[src/hw/rtl/dedup_set_sorted_readout_defines.svh]
// Assertion macros shared by the dedup set RTL.
// Needs a clock i_clk and a synchronous active-low reset i_rst_n in scope.
`ifndef DEDUP_SET_SORTED_READOUT_DEFINES_SVH
`define DEDUP_SET_SORTED_READOUT_DEFINES_SVH

// Same-cycle implication, checked outside reset
`define DSS_ASSERT_IMPL(label, ante, cons, msg) \
    label: assert property (@(posedge i_clk) disable iff (!i_rst_n) (ante) |-> (cons)) \
        else $error(msg);

// Next-cycle implication, checked outside reset
`define DSS_ASSERT_NEXT(label, ante, cons, msg) \
    label: assert property (@(posedge i_clk) disable iff (!i_rst_n) (ante) |=> (cons)) \
        else $error(msg);

`endif

[src/hw/rtl/dss_pkg.sv]
// Types and constants for the deduplicating index set.
// No dependencies; used by every module of the block.
package dss_pkg;

    localparam int IDX_W = 31;
    localparam int OCC_W = 6;
    localparam int ST_W  = 3;

    typedef enum logic [ST_W-1:0] {
        ST_ADDED   = 3'd0,
        ST_PRESENT = 3'd1,
        ST_FULL    = 3'd2,
        ST_ELEMENT = 3'd3,
        ST_EMPTY   = 3'd4
    } t_status;

    typedef enum logic {
        OP_INSERT  = 1'b0,
        OP_READOUT = 1'b1
    } t_op;

    // result of the shared comparator
    typedef struct packed {
        logic eq;      // data == key
        logic gt_key;  // data >  key
        logic lt_min;  // data <  running minimum
    } t_cmp_res;

endpackage

[src/hw/rtl/dss_store.sv]
// Entry store: one write port, one read port with registered read data.
// Depends on dss_pkg for the entry width.
module dss_store
    import dss_pkg::*;
#(
    parameter int DEPTH = 32,
    parameter int AW    = 5
) (
    input  logic             i_clk,
    input  logic             i_we,
    input  logic [AW-1:0]    i_waddr,
    input  logic [IDX_W-1:0] i_wdata,
    input  logic             i_re,
    input  logic [AW-1:0]    i_raddr,
    output logic [IDX_W-1:0] o_rdata
);

    logic [IDX_W-1:0] r_mem [DEPTH];
    logic [IDX_W-1:0] r_rdata;

    always_ff @(posedge i_clk) begin
        if (i_we) begin
            r_mem[i_waddr] <= i_wdata;
        end
        if (i_re) begin
            r_rdata <= r_mem[i_raddr];
        end
    end

    assign o_rdata = r_rdata;

endmodule

[src/hw/rtl/dss_cmp.sv]
// Shared comparator: equality and ordering of one stored entry.
// Depends on dss_pkg for t_cmp_res and the entry width.
module dss_cmp
    import dss_pkg::*;
(
    input  logic [IDX_W-1:0] i_data,
    input  logic [IDX_W-1:0] i_key,
    input  logic [IDX_W-1:0] i_min,
    output t_cmp_res         o_res
);

    always_comb begin
        o_res.eq     = (i_data == i_key);
        o_res.gt_key = (i_data >  i_key);
        o_res.lt_min = (i_data <  i_min);
    end

endmodule

[src/hw/rtl/dedup_set_sorted_readout.sv]
// Top level of the deduplicating index set with sorted readout.
// Depends on dss_pkg, dss_store, dss_cmp and the assertion macro header.
//
//  Channel   Handshake              Payload
//  --------  ---------------------  -----------------------------------------------
//  command   start / busy           i_operation, i_index_value
//  result    o_strobe (one cycle)   o_status, o_element, o_occupancy, o_last
//
// An insert scans all n stored entries through the one store read port while busy,
// with its result in the cycle after. A readout does one scan per element, picking
// the smallest entry above the one last sent, and is busy until the last element.
// A readout of an empty set answers in the next cycle without going busy.
// Synchronous reset empties the set; store contents are only read below the count.
// Results cannot be stalled; each strobe lasts exactly one cycle.
`include "dedup_set_sorted_readout_defines.svh"

module dedup_set_sorted_readout
    import dss_pkg::*;
#(
    parameter int CAPACITY = 32
) (
    input  logic             i_clk,
    input  logic             i_rst_n,
    input  logic             start,
    output logic             busy,
    input  logic             i_operation,
    input  logic [IDX_W-1:0] i_index_value,
    output logic             o_strobe,
    output logic [ST_W-1:0]  o_status,
    output logic [IDX_W-1:0] o_element,
    output logic [OCC_W-1:0] o_occupancy,
    output logic             o_last
);

    localparam int AW = $clog2(CAPACITY);
    localparam int CW = $clog2(CAPACITY + 1);

    typedef enum logic [1:0] {
        S_IDLE,
        S_INS,
        S_RD
    } t_state;

    t_state             r_state, n_state;
    logic [CW-1:0]      r_count, n_count;
    logic [CW-1:0]      r_addr, n_addr;
    logic [CW-1:0]      r_emit_cnt, n_emit_cnt;
    logic               r_pend, n_pend;
    logic               r_found, n_found;
    logic               r_have_thr, n_have_thr;
    logic               r_have_min, n_have_min;
    logic [IDX_W-1:0]   r_key, n_key;
    logic [IDX_W-1:0]   r_min, n_min;
    logic               r_strobe, n_strobe;
    t_status            r_status, n_status;
    logic [IDX_W-1:0]   r_element, n_element;
    logic [OCC_W-1:0]   r_occ, n_occ;
    logic               r_last, n_last;

    logic               w_re;
    logic               w_we;
    logic               w_scan_done;
    logic               w_cand;
    logic               w_start_ins;
    logic [IDX_W-1:0]   w_rdata;
    t_cmp_res           w_cmp;

    function automatic logic [OCC_W-1:0] f_occ(input logic [CW-1:0] c);
        logic [CW+OCC_W-1:0] wide;
        wide = {{OCC_W{1'b0}}, c};
        return wide[OCC_W-1:0];
    endfunction

    dss_store #(
        .DEPTH (CAPACITY),
        .AW    (AW)
    ) u_store (
        .i_clk   (i_clk),
        .i_we    (w_we),
        .i_waddr (r_count[AW-1:0]),
        .i_wdata (r_key),
        .i_re    (w_re),
        .i_raddr (r_addr[AW-1:0]),
        .o_rdata (w_rdata)
    );

    dss_cmp u_cmp (
        .i_data (w_rdata),
        .i_key  (r_key),
        .i_min  (r_min),
        .o_res  (w_cmp)
    );

    assign w_re        = (r_state != S_IDLE) && (r_addr < r_count);
    assign w_scan_done = (r_addr == r_count) && !r_pend;
    assign w_we        = (r_state == S_INS) && w_scan_done && !r_found
                         && (r_count != CW'(CAPACITY));
    // candidate for the next sorted element: above the last one sent, below best so far
    assign w_cand      = (!r_have_thr || w_cmp.gt_key) && (!r_have_min || w_cmp.lt_min);
    assign w_start_ins = start && !busy && (t_op'(i_operation) == OP_INSERT);

    always_comb begin
        n_state    = r_state;
        n_count    = r_count;
        n_addr     = r_addr;
        n_emit_cnt = r_emit_cnt;
        n_pend     = 1'b0;
        n_found    = r_found;
        n_have_thr = r_have_thr;
        n_have_min = r_have_min;
        n_key      = r_key;
        n_min      = r_min;
        n_strobe   = 1'b0;
        n_status   = r_status;
        n_element  = r_element;
        n_occ      = r_occ;
        n_last     = r_last;

        unique case (r_state)
            S_IDLE: begin
                if (start) begin
                    n_addr = '0;
                    if (t_op'(i_operation) == OP_INSERT) begin
                        n_key   = i_index_value;
                        n_found = 1'b0;
                        n_state = S_INS;
                    end else if (r_count == '0) begin
                        n_strobe  = 1'b1;
                        n_status  = ST_EMPTY;
                        n_element = '0;
                        n_occ     = '0;
                        n_last    = 1'b1;
                    end else begin
                        n_have_thr = 1'b0;
                        n_have_min = 1'b0;
                        n_emit_cnt = '0;
                        n_state    = S_RD;
                    end
                end
            end
            S_INS: begin
                n_pend = w_re;
                n_addr = r_addr + CW'(w_re);
                if (r_pend && w_cmp.eq) begin
                    n_found = 1'b1;
                end
                if (w_scan_done) begin
                    n_strobe  = 1'b1;
                    n_element = r_key;
                    n_last    = 1'b1;
                    n_state   = S_IDLE;
                    priority if (r_found) begin
                        n_status = ST_PRESENT;
                    end else if (r_count == CW'(CAPACITY)) begin
                        n_status = ST_FULL;
                    end else begin
                        n_status = ST_ADDED;
                        n_count  = r_count + CW'(1);
                    end
                    n_occ = f_occ(n_count);
                end
            end
            S_RD: begin
                n_pend = w_re;
                n_addr = r_addr + CW'(w_re);
                if (r_pend && w_cand) begin
                    n_min      = w_rdata;
                    n_have_min = 1'b1;
                end
                if (w_scan_done) begin
                    n_strobe   = 1'b1;
                    n_status   = ST_ELEMENT;
                    n_element  = r_min;
                    n_occ      = f_occ(r_count);
                    n_last     = (r_emit_cnt + CW'(1) == r_count);
                    n_emit_cnt = r_emit_cnt + CW'(1);
                    n_key      = r_min;
                    n_have_thr = 1'b1;
                    n_have_min = 1'b0;
                    n_addr     = '0;
                    n_pend     = 1'b0;
                    if (r_emit_cnt + CW'(1) == r_count) begin
                        n_state = S_IDLE;
                    end
                end
            end
            default: begin
                n_state = S_IDLE;
            end
        endcase
    end

    always_ff @(posedge i_clk) begin
        if (!i_rst_n) begin
            r_state    <= S_IDLE;
            r_count    <= '0;
            r_addr     <= '0;
            r_emit_cnt <= '0;
            r_pend     <= 1'b0;
            r_found    <= 1'b0;
            r_have_thr <= 1'b0;
            r_have_min <= 1'b0;
            r_strobe   <= 1'b0;
            r_last     <= 1'b0;
        end else begin
            r_state    <= n_state;
            r_count    <= n_count;
            r_addr     <= n_addr;
            r_emit_cnt <= n_emit_cnt;
            r_pend     <= n_pend;
            r_found    <= n_found;
            r_have_thr <= n_have_thr;
            r_have_min <= n_have_min;
            r_strobe   <= n_strobe;
            r_last     <= n_last;
        end
        r_key     <= n_key;
        r_min     <= n_min;
        r_status  <= n_status;
        r_element <= n_element;
        r_occ     <= n_occ;
    end

    assign busy        = (r_state != S_IDLE);
    assign o_strobe    = r_strobe;
    assign o_status    = r_status;
    assign o_element   = r_element;
    assign o_occupancy = r_occ;
    assign o_last      = r_last;

    `DSS_ASSERT_IMPL(a_count_max, 1'b1, r_count <= CW'(CAPACITY), "set count above capacity")
    `DSS_ASSERT_IMPL(a_write_room, w_we, r_count < CW'(CAPACITY), "store write with no room")
    `DSS_ASSERT_NEXT(a_insert_busy, w_start_ins, busy, "insert did not start scan")
    `DSS_ASSERT_IMPL(a_last_idle, o_strobe && o_last, !busy, "final result while still busy")
    `DSS_ASSERT_IMPL(a_mid_busy, o_strobe && !o_last, busy, "non-final result while idle")

endmodule

[config.mk]
export PLATFORM = sky130hd
export DESIGN_NAME = dedup_set_sorted_readout
export DESIGN_NICKNAME = d
export VERILOG_FILES = /design/src/hw/rtl/dss_pkg.sv /design/src/hw/rtl/dss_store.sv /design/src/hw/rtl/dss_cmp.sv /design/src/hw/rtl/dedup_set_sorted_readout.sv
export VERILOG_INCLUDE_DIRS = /design/src /design/src/hw/rtl
export SDC_FILE = /design/constraint.sdc
export NUM_CORES = 1
export LEC_CHECK = 0
export BUFFER_PORTS_ARGS = -buffer_cell sky130_fd_sc_hd__buf_2
export CAP_MARGIN = 20
export CORE_MARGIN = 2
export CORE_UTILIZATION = 48
export DETAILED_ROUTE_END_ITERATION = 10
export SLEW_MARGIN = 10
export SYNTH_ARGS = -nofsm -noshare
export SYNTH_HDL_FRONTEND = slang
export SYNTH_SLANG_ARGS = --single-unit
[constraint.sdc]
create_clock -name i_clk -period 15 [get_ports i_clk]
set_clock_uncertainty 0.1 [all_clocks]
set_input_delay 3.75 -clock i_clk [delete_from_list [all_inputs] [get_ports i_clk]]
set_output_delay 3.75 -clock i_clk [all_outputs]
set_load 0.005 [all_outputs]
==> results of run 1 <==
## layer usage
| layer | vias to the layer above | GRT usage |
|---|---|---|
| met1 | 12200 | 0.339 |
| met4 | 4 | 0.0721 |
| met5 | - | 0 |
| met3 | 194 | 0.0404 |
| met2 | 940 | 0.386 |
| li1 | 9378 | - |
## synth_stat cells, types with 6 or more instances
cell	number	area, µm²
sky130_fd_sc_hd__mux4_2	310	6980
sky130_fd_sc_hd__inv_1	108	405
sky130_fd_sc_hd__dfxtp_1	26	521
sky130_fd_sc_hd__or3_1	8	50.1
sky130_fd_sc_hd__a21o_1	7	52.6
sky130_fd_sc_hd__mux2_2	32	360
sky130_fd_sc_hd__nor2b_1	6	37.5
sky130_fd_sc_hd__ha_1	78	976
sky130_fd_sc_hd__xnor2_1	8	70.1
sky130_fd_sc_hd__a21oi_1	70	350
sky130_fd_sc_hd__buf_2	22	110
sky130_fd_sc_hd__nor2_1	65	244
sky130_fd_sc_hd__clkbuf_1	55	206
sky130_fd_sc_hd__edfxtp_1	1125	33800
sky130_fd_sc_hd__nand2_1	92	345
sky130_fd_sc_hd__nand3_1	27	135
sky130_fd_sc_hd__buf_1	17	63.8
sky130_fd_sc_hd__nor3_1	6	30.0
sky130_fd_sc_hd__and2_1	6	37.5
sky130_fd_sc_hd__nand4_1	12	75.1
sky130_fd_sc_hd__o21ai_0	57	285
## how the worst min path moves through the flow
stage | from | to | slack (ns) | cells past startpoint
final | r_have_thr | r_have_thr | 0.38 | 2
after global routing | r_have_thr | r_have_thr | 0.40 | 2
after CTS | r_have_thr | r_have_thr | 0.38 | 2
after detailed placement | r_have_thr | r_have_thr | 0.37 | 2
after global placement | r_have_thr | r_have_thr | 0.36 | 2
after floorplan | r_have_thr | r_have_thr | 0.34 | 2
## registers in the layout, summed over array words and instances (netlist names), 2 cells and up
register and cells:
o_occupancy 6, r_emit_cnt 6, r_count 6, u_store.o_rdata 31
o_element 31, r_state 2, r_addr 6, u_store.r_mem 992
o_status 3, r_min 31, r_key 31
## where the power goes
part	internal [mW]	switching, mW	total (mW)	leakage, nW
clock network	1.58	1.17	2.76	1.73
logic	0.264	0.485	0.749	4.21
registers	3.84	0.114	3.95	10.4
## through the flow
step	area, µm²	utilization
floorplan	45700	-
global placement	48000	0.507
detailed placement	48000	0.507
CTS	51600	0.545
global route	51900	0.549
finish	51900	0.549
## kinds of logic after synthesis
kind of cell,after synthesis
muxes,345
buffers and inverters,207
AOI/OAI and AO/OA,171
and+or+nand+nor,240
DFF,1151
xor gates and xnor gates,13
adders and majority gates,78
## worst min-delay path, stage by stage, from the launching register on
cell                      delay, ns
sky130_fd_sc_hd__dfxtp_1       0.32
sky130_fd_sc_hd__nand2_1       0.06
sky130_fd_sc_hd__a21oi_1       0.05
## final cells by class
| class | instances | area [µm²] | share of cell area |
|---|---|---|---|
| Clock inverter | 57 | 591 | 0.0114 |
| Inverter | 110 | 413 | 0.00795 |
| Tap cell | 1265 | 1580 | 0.0305 |
| Clock buffer | 150 | 2990 | 0.0576 |
| Sequential cell | 1151 | 34300 | 0.661 |
| Multi-Input combinational cell | 847 | 10800 | 0.208 |
| Timing Repair Buffer | 147 | 1200 | 0.0230 |
| Antenna cell | 1 | 2.50 | 0.0000482 |
==> results.md, run 1 <==
- Summing over every cut layer, the via total after detailed routing is about 23000.
- Of the total synthesized cell area, the portion taken by XOR and XNOR cells is 0.00249.
- Counting every net in the synthesized netlist gives approximately 2300.
- The routed length on met3 is roughly 9 mm.
- The overall routed net length is 116 mm.
- The final-report max-slew violation count is 0.
- Counting buffers and inverters, the worst setup path is 4 cells deep.
- Compared with the post-synthesis result, the final layout area differs by 13.7%.
- Measured along the x axis, the die boundary spans roughly 310 µm.
- The complex-gate fraction of the synthesized area is 0.0217.
- Of all nets on the critical path, the largest fanout is 9.
- The most critical setup path has its endpoint at busy.
- The worst register-to-register path has a depth of 6.
- The endpoint identified for the worst register-to-register timing path is u_store.o_rdata[17].
- The wire-length estimate of the detail-placed layout is a little over 60 mm.
- The core area is roughly 95000 µm².
- The maximum clock frequency is around 180 MHz.
- The remaining global-route overflow is 0.
- The remaining design rule violation count is 0.
- Setup repair after global routing left no endpoint under its margin.
- In this run the remaining antenna-violating nets after routing total 0.
- The arithmetic-cell share of the synthesized area counting full adders, half adders and majority gates is 0.0214.
- The total placed cells including tap cells is approximately 3500.
- The clock-pin slew reported for the worst setup and hold paths after clock tree synthesis is approximately 0.06 ns.
- The number of core rows is approximately 110.
- The routability congestion estimate from global placement is between 0.8 and 0.9.
- The post-synthesis sequential area ratio is 0.751.
- Counting flops with a built-in enable in the synthesized netlist gives around 1100.
- Dividing total power by cell area gives a power density of roughly 140 nW/µm².
- For the pin with the worst max-slew slack, the measured transition is 1.13 ns.
- The final instance count without filler cells is 3728.
- The netlist uses 55 different library cells.
- The detailed router put a total of between 40 and 50 mm of wire on met1.
- Together, buffers and inverters on the worst path number 3.
- The number of clock sinks seen by CTS is ~1200.
- In the synthesized netlist the async set-or-reset flop fraction comes to 0.
- The number of global-route vias before repair came to roughly 23000.
- Max-cap violations in this run came to 0.
- The top cell types in the final layout, fill and taps aside, are sky130_fd_sc_hd__edfxtp_1, sky130_fd_sc_hd__mux4_2, sky130_fd_sc_hd__clkbuf_16, sky130_fd_sc_hd__inv_1, sky130_fd_sc_hd__nand2_1.
- The total negative slack is 0 ns.
- The filler cells instantiated in the layout total approximately 7000.
- Before CTS, the worst setup slack after placement is between 9 and 10 ns.
- The die covers 97600 µm².
- The detail-routed via count per cell is about 6.
- The net total in the final layout is 2483.
- The cell at the root of the clock tree is sky130_fd_sc_hd__clkbuf_16.
- Across all hold checks on the routed design, the worst slack comes to between 0.3 and 0.4 ns.
- After synthesis, the share of cell area in mux cells is 0.161.
- Gates resized during post-CTS repair numbered 0.
- The tightest min-delay check is of the reg2reg type.
- Counting flops and latches in the post-synthesis netlist gives 1151.
- For this block, the initial DRC count from the detailed router was approximately 2800.
- Summing every instance area after synthesis gives roughly 46000 µm².
- Measured against its own limit, the worst slew margin works out to 0.246.
- Among the stages of the critical path, the cell type that occurs most often is sky130_fd_sc_hd__inv_1.
- The fraction of final layout cells with drive strength greater than 1 is 0.276.
- For the worst-skew pair, the clock arrives at the later sink with an insertion delay of 0.69 ns.
- In this design, the largest share of critical-path delay is due to adder cells.
- The launch point of the worst reg-to-reg path is r_addr[0].
- The height of the die is about 310 µm.
- Across every metal layer, demand over resource in global routing totals 0.239.
- The post-route minimum period is ~5.6 ns.
- For this configuration, the core starts out at a cell density of 0.483.
- The most used flip-flop cell after synthesis is sky130_fd_sc_hd__edfxtp_1.
- TritonCTS built the clock tree.
- In this run the mean area of a mapped cell was between 20 and 25 µm².
- The most common cell after layout, fill and taps aside is sky130_fd_sc_hd__edfxtp_1.
- The wire length of the first global-routing pass is between 150 and 200 mm.
- The number of buffers inserted to repair setup after CTS is 0.
- In this run the top signal layer used is met5.
- The endpoint type of the worst setup path is an output port.
- The basic-gate share of the synthesized area counting and, or, nand and nor cells is 0.0237.
- The final number of setup-violating endpoints is 0.
- The synthesis warning total is 0.
- In this run the register-to-register setup slack is roughly 10 ns.
- The final hold violation count was 0.
- The number of port buffers is a little under 80.
- After clock tree synthesis, the flow added hold-fix buffers numbering 0.
- The largest family of logic cells by synthesized area is multiplexers.
- The largest incremental delay on the critical path is 0.39 ns.
- Data on the critical path arrives at its endpoint at 1.79 ns.
- The startpoint kind of the worst setup timing path is a flop.
- The number of CTS-inserted buffers is 113.
- The analysis attributes to cell leakage a power of about 16 nW.
- The maximum number of pins on one net before global-route repair is around 130.
- The depth of the CTS H-tree is 3.
- The amount of wire on met2 after detailed routing is roughly 56 mm.
- For this design the top-level I/O count stands at a little under 80.
- The worst-case IR drop observed on VDD is 0.0000955 V.
- The first-pass iteration count of the detailed router is 5.
- The total chip power is approximately 7.5 mW.
- The post-route worst setup slack is between 9 and 10 ns.
- The startpoint of the worst setup timing path is r_state[0].
- The maximum clock insertion buffer count is 3.
- The flow ran to the end, and the final reports show no timing, DRC or antenna violations.
- The share of the clock period used by the worst path is 0.376.
- The detailed-route wire length per cell is 31.2 µm.
- The number of instances in the synthesized netlist is approximately 2200.
- The cell with the largest stage delay on the worst path is sky130_fd_sc_hd__ha_1.
- The signal on the critical path passes through inv_1, ha_1, inv_1, buf_2.
- The critical path is of the reg2out type.
- The number of antenna violations at the first check in global routing was 4.
- The critical path data required time is between 10 and 15 ns.
Note: power is estimated with default switching activity, not from simulation.
==> inputs of run 2 (changes only) <==
==> constraint.sdc (replaced) <==
create_clock -name i_clk -period 5.75 [get_ports i_clk]
set_clock_uncertainty 0.1 [all_clocks]
set_input_delay 1.4375 -clock i_clk [delete_from_list [all_inputs] [get_ports i_clk]]
set_output_delay 1.4375 -clock i_clk [all_outputs]
set_load 0.005 [all_outputs]
==> run 2 against run 1 <==
Effect of this change: global-route usage shrank 1.6 points; cell count grew 0.75%; sequential cell count is the same; register-to-register slack lost 8.5 ns.
==> results.md, run 2 (same netlist as run 1, synthesis figures left out) <==
- The flow ran to the end, and the final reports show no timing, DRC or antenna violations.
- The critical path start-end classification is reg2reg.
- STA classifies the critical path endpoint as a flop.
- The routed layout has approximately 22000 vias.
- Leaving out fill and tap cells, the most frequent cells in the layout are sky130_fd_sc_hd__edfxtp_1, sky130_fd_sc_hd__mux4_2, sky130_fd_sc_hd__clkbuf_16, sky130_fd_sc_hd__inv_1, sky130_fd_sc_hd__nand2_1.
- In this run the worst path has a maximum fanout of 17.
- The wire length of the first global-routing pass is 158 mm.
- Summed over all cells, the static leakage comes to 16.4 nW.
- Across every metal layer, demand over resource in global routing totals 0.223.
- The cell at the root of the clock tree is sky130_fd_sc_hd__clkbuf_16.
- The clock passes through at most 3 buffers.
- The net switching component of the power is about 4.8 mW.
- The floorplan step defined a die boundary enclosing between 90000 and 100000 µm².
- Setup repair after global routing left no endpoint under its margin.
- The depth of the CTS H-tree is 3.
- The remaining design rule violation count is 0.
- Buffers inserted to repair hold after CTS numbered 0.
- The most common cell after layout, fill and taps aside is sky130_fd_sc_hd__edfxtp_1.
- The cell-internal power is 14.9 mW.
- The cell with the largest stage delay on the worst path is sky130_fd_sc_hd__nor3_1.
- The switching power share of the total is 0.244.
- The final hold violation count is 0.
- Of the total power, registers draw 0.515.
- The critical path data required time is about 6 ns.
- The TritonCTS clock tree is built.
- The final-report max-slew violation count is 0.
- Static timing analysis puts the maximum clock frequency at around 240 MHz.
- After the last flow step, the layout net total stands at approximately 2500.
- The area overhead of the layout relative to synthesis is 14.0%.
- The total chip power is a little under 20 mW.
- Counting every sink on the clock net gives 1151.
- The first-pass iteration count of the detailed router is 5.
- Of the cells placed in the final design, the portion with a size suffix greater than 1 is 0.286.
- After floorplanning, the core was divided into 113 placement rows.
- From left edge to right edge, the die measures around 310 µm.
- The antenna violation net count after detailed routing is 0.
- The number of CTS-inserted buffers is 115.
- At the pin with the least slew margin, the transition time is 1.16 ns.
- The later pin in the worst-skew pair is clocked with a latency of approximately 0.7 ns.
- Summed over all layers, the global routing overflow is 0.
- The largest vdd supply drop is ~0.00027 V.
- The logic gate share of total power is 0.112.
- The floorplan step set the die height to between 300 and 400 µm.
- u_store.r_mem holds more flip-flops than any other register.
- The number of buffers and inverters on the critical path is 3.
- The min-delay analysis places its worst path in the category reg2reg.
- Walking the worst path, the cells encountered are clkinv_1, ha_1, nand4_1, or2_2, nor3_1, nand2_1, buf_4, nor2_4, buf_4.
- For this block, the routed nets add up to around 110 mm of wire.
- Setup violations remaining at the end of the flow were counted as 0.
- The detailed-route wire length per cell is ~29 µm.
- For this design the top-level I/O count stands at 78.
- The number of global-route vias before repair is about 23000.
- Broken down by cell family, the worst path's largest delay share belongs to simple AND/OR/NAND/NOR gates.
- The core area is 94600 µm².
- Power spread over the standard cell area amounts to ~380 nW/µm².
- The number of violations of the max-capacitance limit is 0.
- The routability congestion estimate from global placement is between 0.8 and 0.9.
- The number of flip-flops under the largest register name is around 990.
- The worst max-slew margin expressed relative to the limit is 0.225.
- For flop-to-flop paths, the worst setup slack is 1.51 ns.
- In this run the post-CTS setup repair buffer count came out at 0.
- The data arrival time of the critical path is roughly 4.5 ns.
- The share of the clock period used by the worst path is 0.737.
- The worst setup path is launched from a flop.
- The initial cell density of the core is 0.483.
- After clock tree synthesis, the repair step resized 0 gates.
- The largest incremental delay on the critical path is between 0.6 and 0.7 ns.
- The clock-pin slew reported for the worst setup and hold paths after clock tree synthesis is around 0.060 ns.
- The number of antenna violations at the first check in global routing is 2.
- Entering global routing, the biggest net connects approximately 130 pins.
- Of the total power, the clock network draws 0.373.
- During placement, the flow inserted port buffers numbering 77.
- Adding up every negative setup slack in the final design gives 0 ns.
- The detail-routed via count per cell is slightly below 6.
- The detailed router finished its first iteration with 1953 violations.
- The post-route minimum period is between 4 and 5 ns.
- The critical path's most frequent cell is sky130_fd_sc_hd__buf_4.
- The post-detailed-placement half-perimeter wirelength is 65.9 mm.
[run 2: cell count changes in the layout (fill, tap and decap cells not counted), sizes merged]
| cell | delta |
|---|---|
| clkinv | +8 |
| buf | +24 |
| clkbuf | -8 |
| clkinvlp | +3 |
| bufinv | +1 |
[run 2: final timing paths]
kind	startpoint	endpoint	cells past startpoint
hold reg to reg	r_emit_cnt[1]	r_emit_cnt[1]	2
setup reg to reg	r_count[3]	u_store.r_mem[15][20]	9
setup / recovery	r_count[3]	u_store.r_mem[15][20]	9
hold / removal	r_emit_cnt[1]	r_emit_cnt[1]	2
[run 2: power by group through the flow]
| stage | Clock [mW] | Sequential [mW] | Combinational [mW] |
|---|---|---|---|
| after global placement | 0 | 10.3 | 2.13 |
| after floorplan | 0 | 10.5 | 0.901 |
| after global routing | 7.82 | 10.2 | 2.38 |
| after CTS | 7.48 | 10.1 | 2.21 |
| after detailed placement | 0 | 10.3 | 2.20 |
| final | 7.35 | 10.1 | 2.20 |
[run 2: per-stage QoR]
| stage | worst slack (ns) | area [µm²] | util | hold slack (ns) | instances |
|---|---|---|---|---|---|
| 5_1_grt | 1.30 | 52100 | 0.550 | 0.425 | 3755 |
| 2_1_floorplan | 0.754 | 45700 | - | 0.337 | 2205 |
| 3_5_place_dp | 1.54 | 48300 | 0.511 | 0.398 | 3538 |
| 6_report | 1.51 | 52100 | 0.550 | 0.407 | 3756 |
| 4_1_cts | 1.53 | 52000 | 0.550 | 0.408 | 3752 |
| 3_3_place_gp | 1.65 | 48300 | 0.511 | 0.374 | 3538 |
[run 2: final cells by class]
class / count / area (µm²)
tap: 1265 / 1580
fill: 7126 / 42500
inverter: 110 / 413
clock inverter: 69 / 714
timing repair buffer: 168 / 1200
sequential: 1151 / 34300
multi-input combinational: 847 / 10800
clock buffer: 145 / 2990
antenna: 1 / 2.50
[run 2: per-layer routing]
| layer | wire length (µm) | GRT usage |
|---|---|---|
| met1 | 46000 | 0.318 |
| met5 | 0 | 0 |
| met2 | 54600 | 0.373 |
| met4 | 1950 | 0.0530 |
| met3 | 5450 | 0.0268 |
[run 2: worst register-to-register path: cells and delay by family (launching register included)]
| family | cells | cell delay [ns] |
|---|---|---|
| simple gates | 5 | 1.94 |
| fa+ha+maj | 1 | 0.39 |
| buf+inv | 3 | 0.95 |
| flops | 1 | 0.53 |
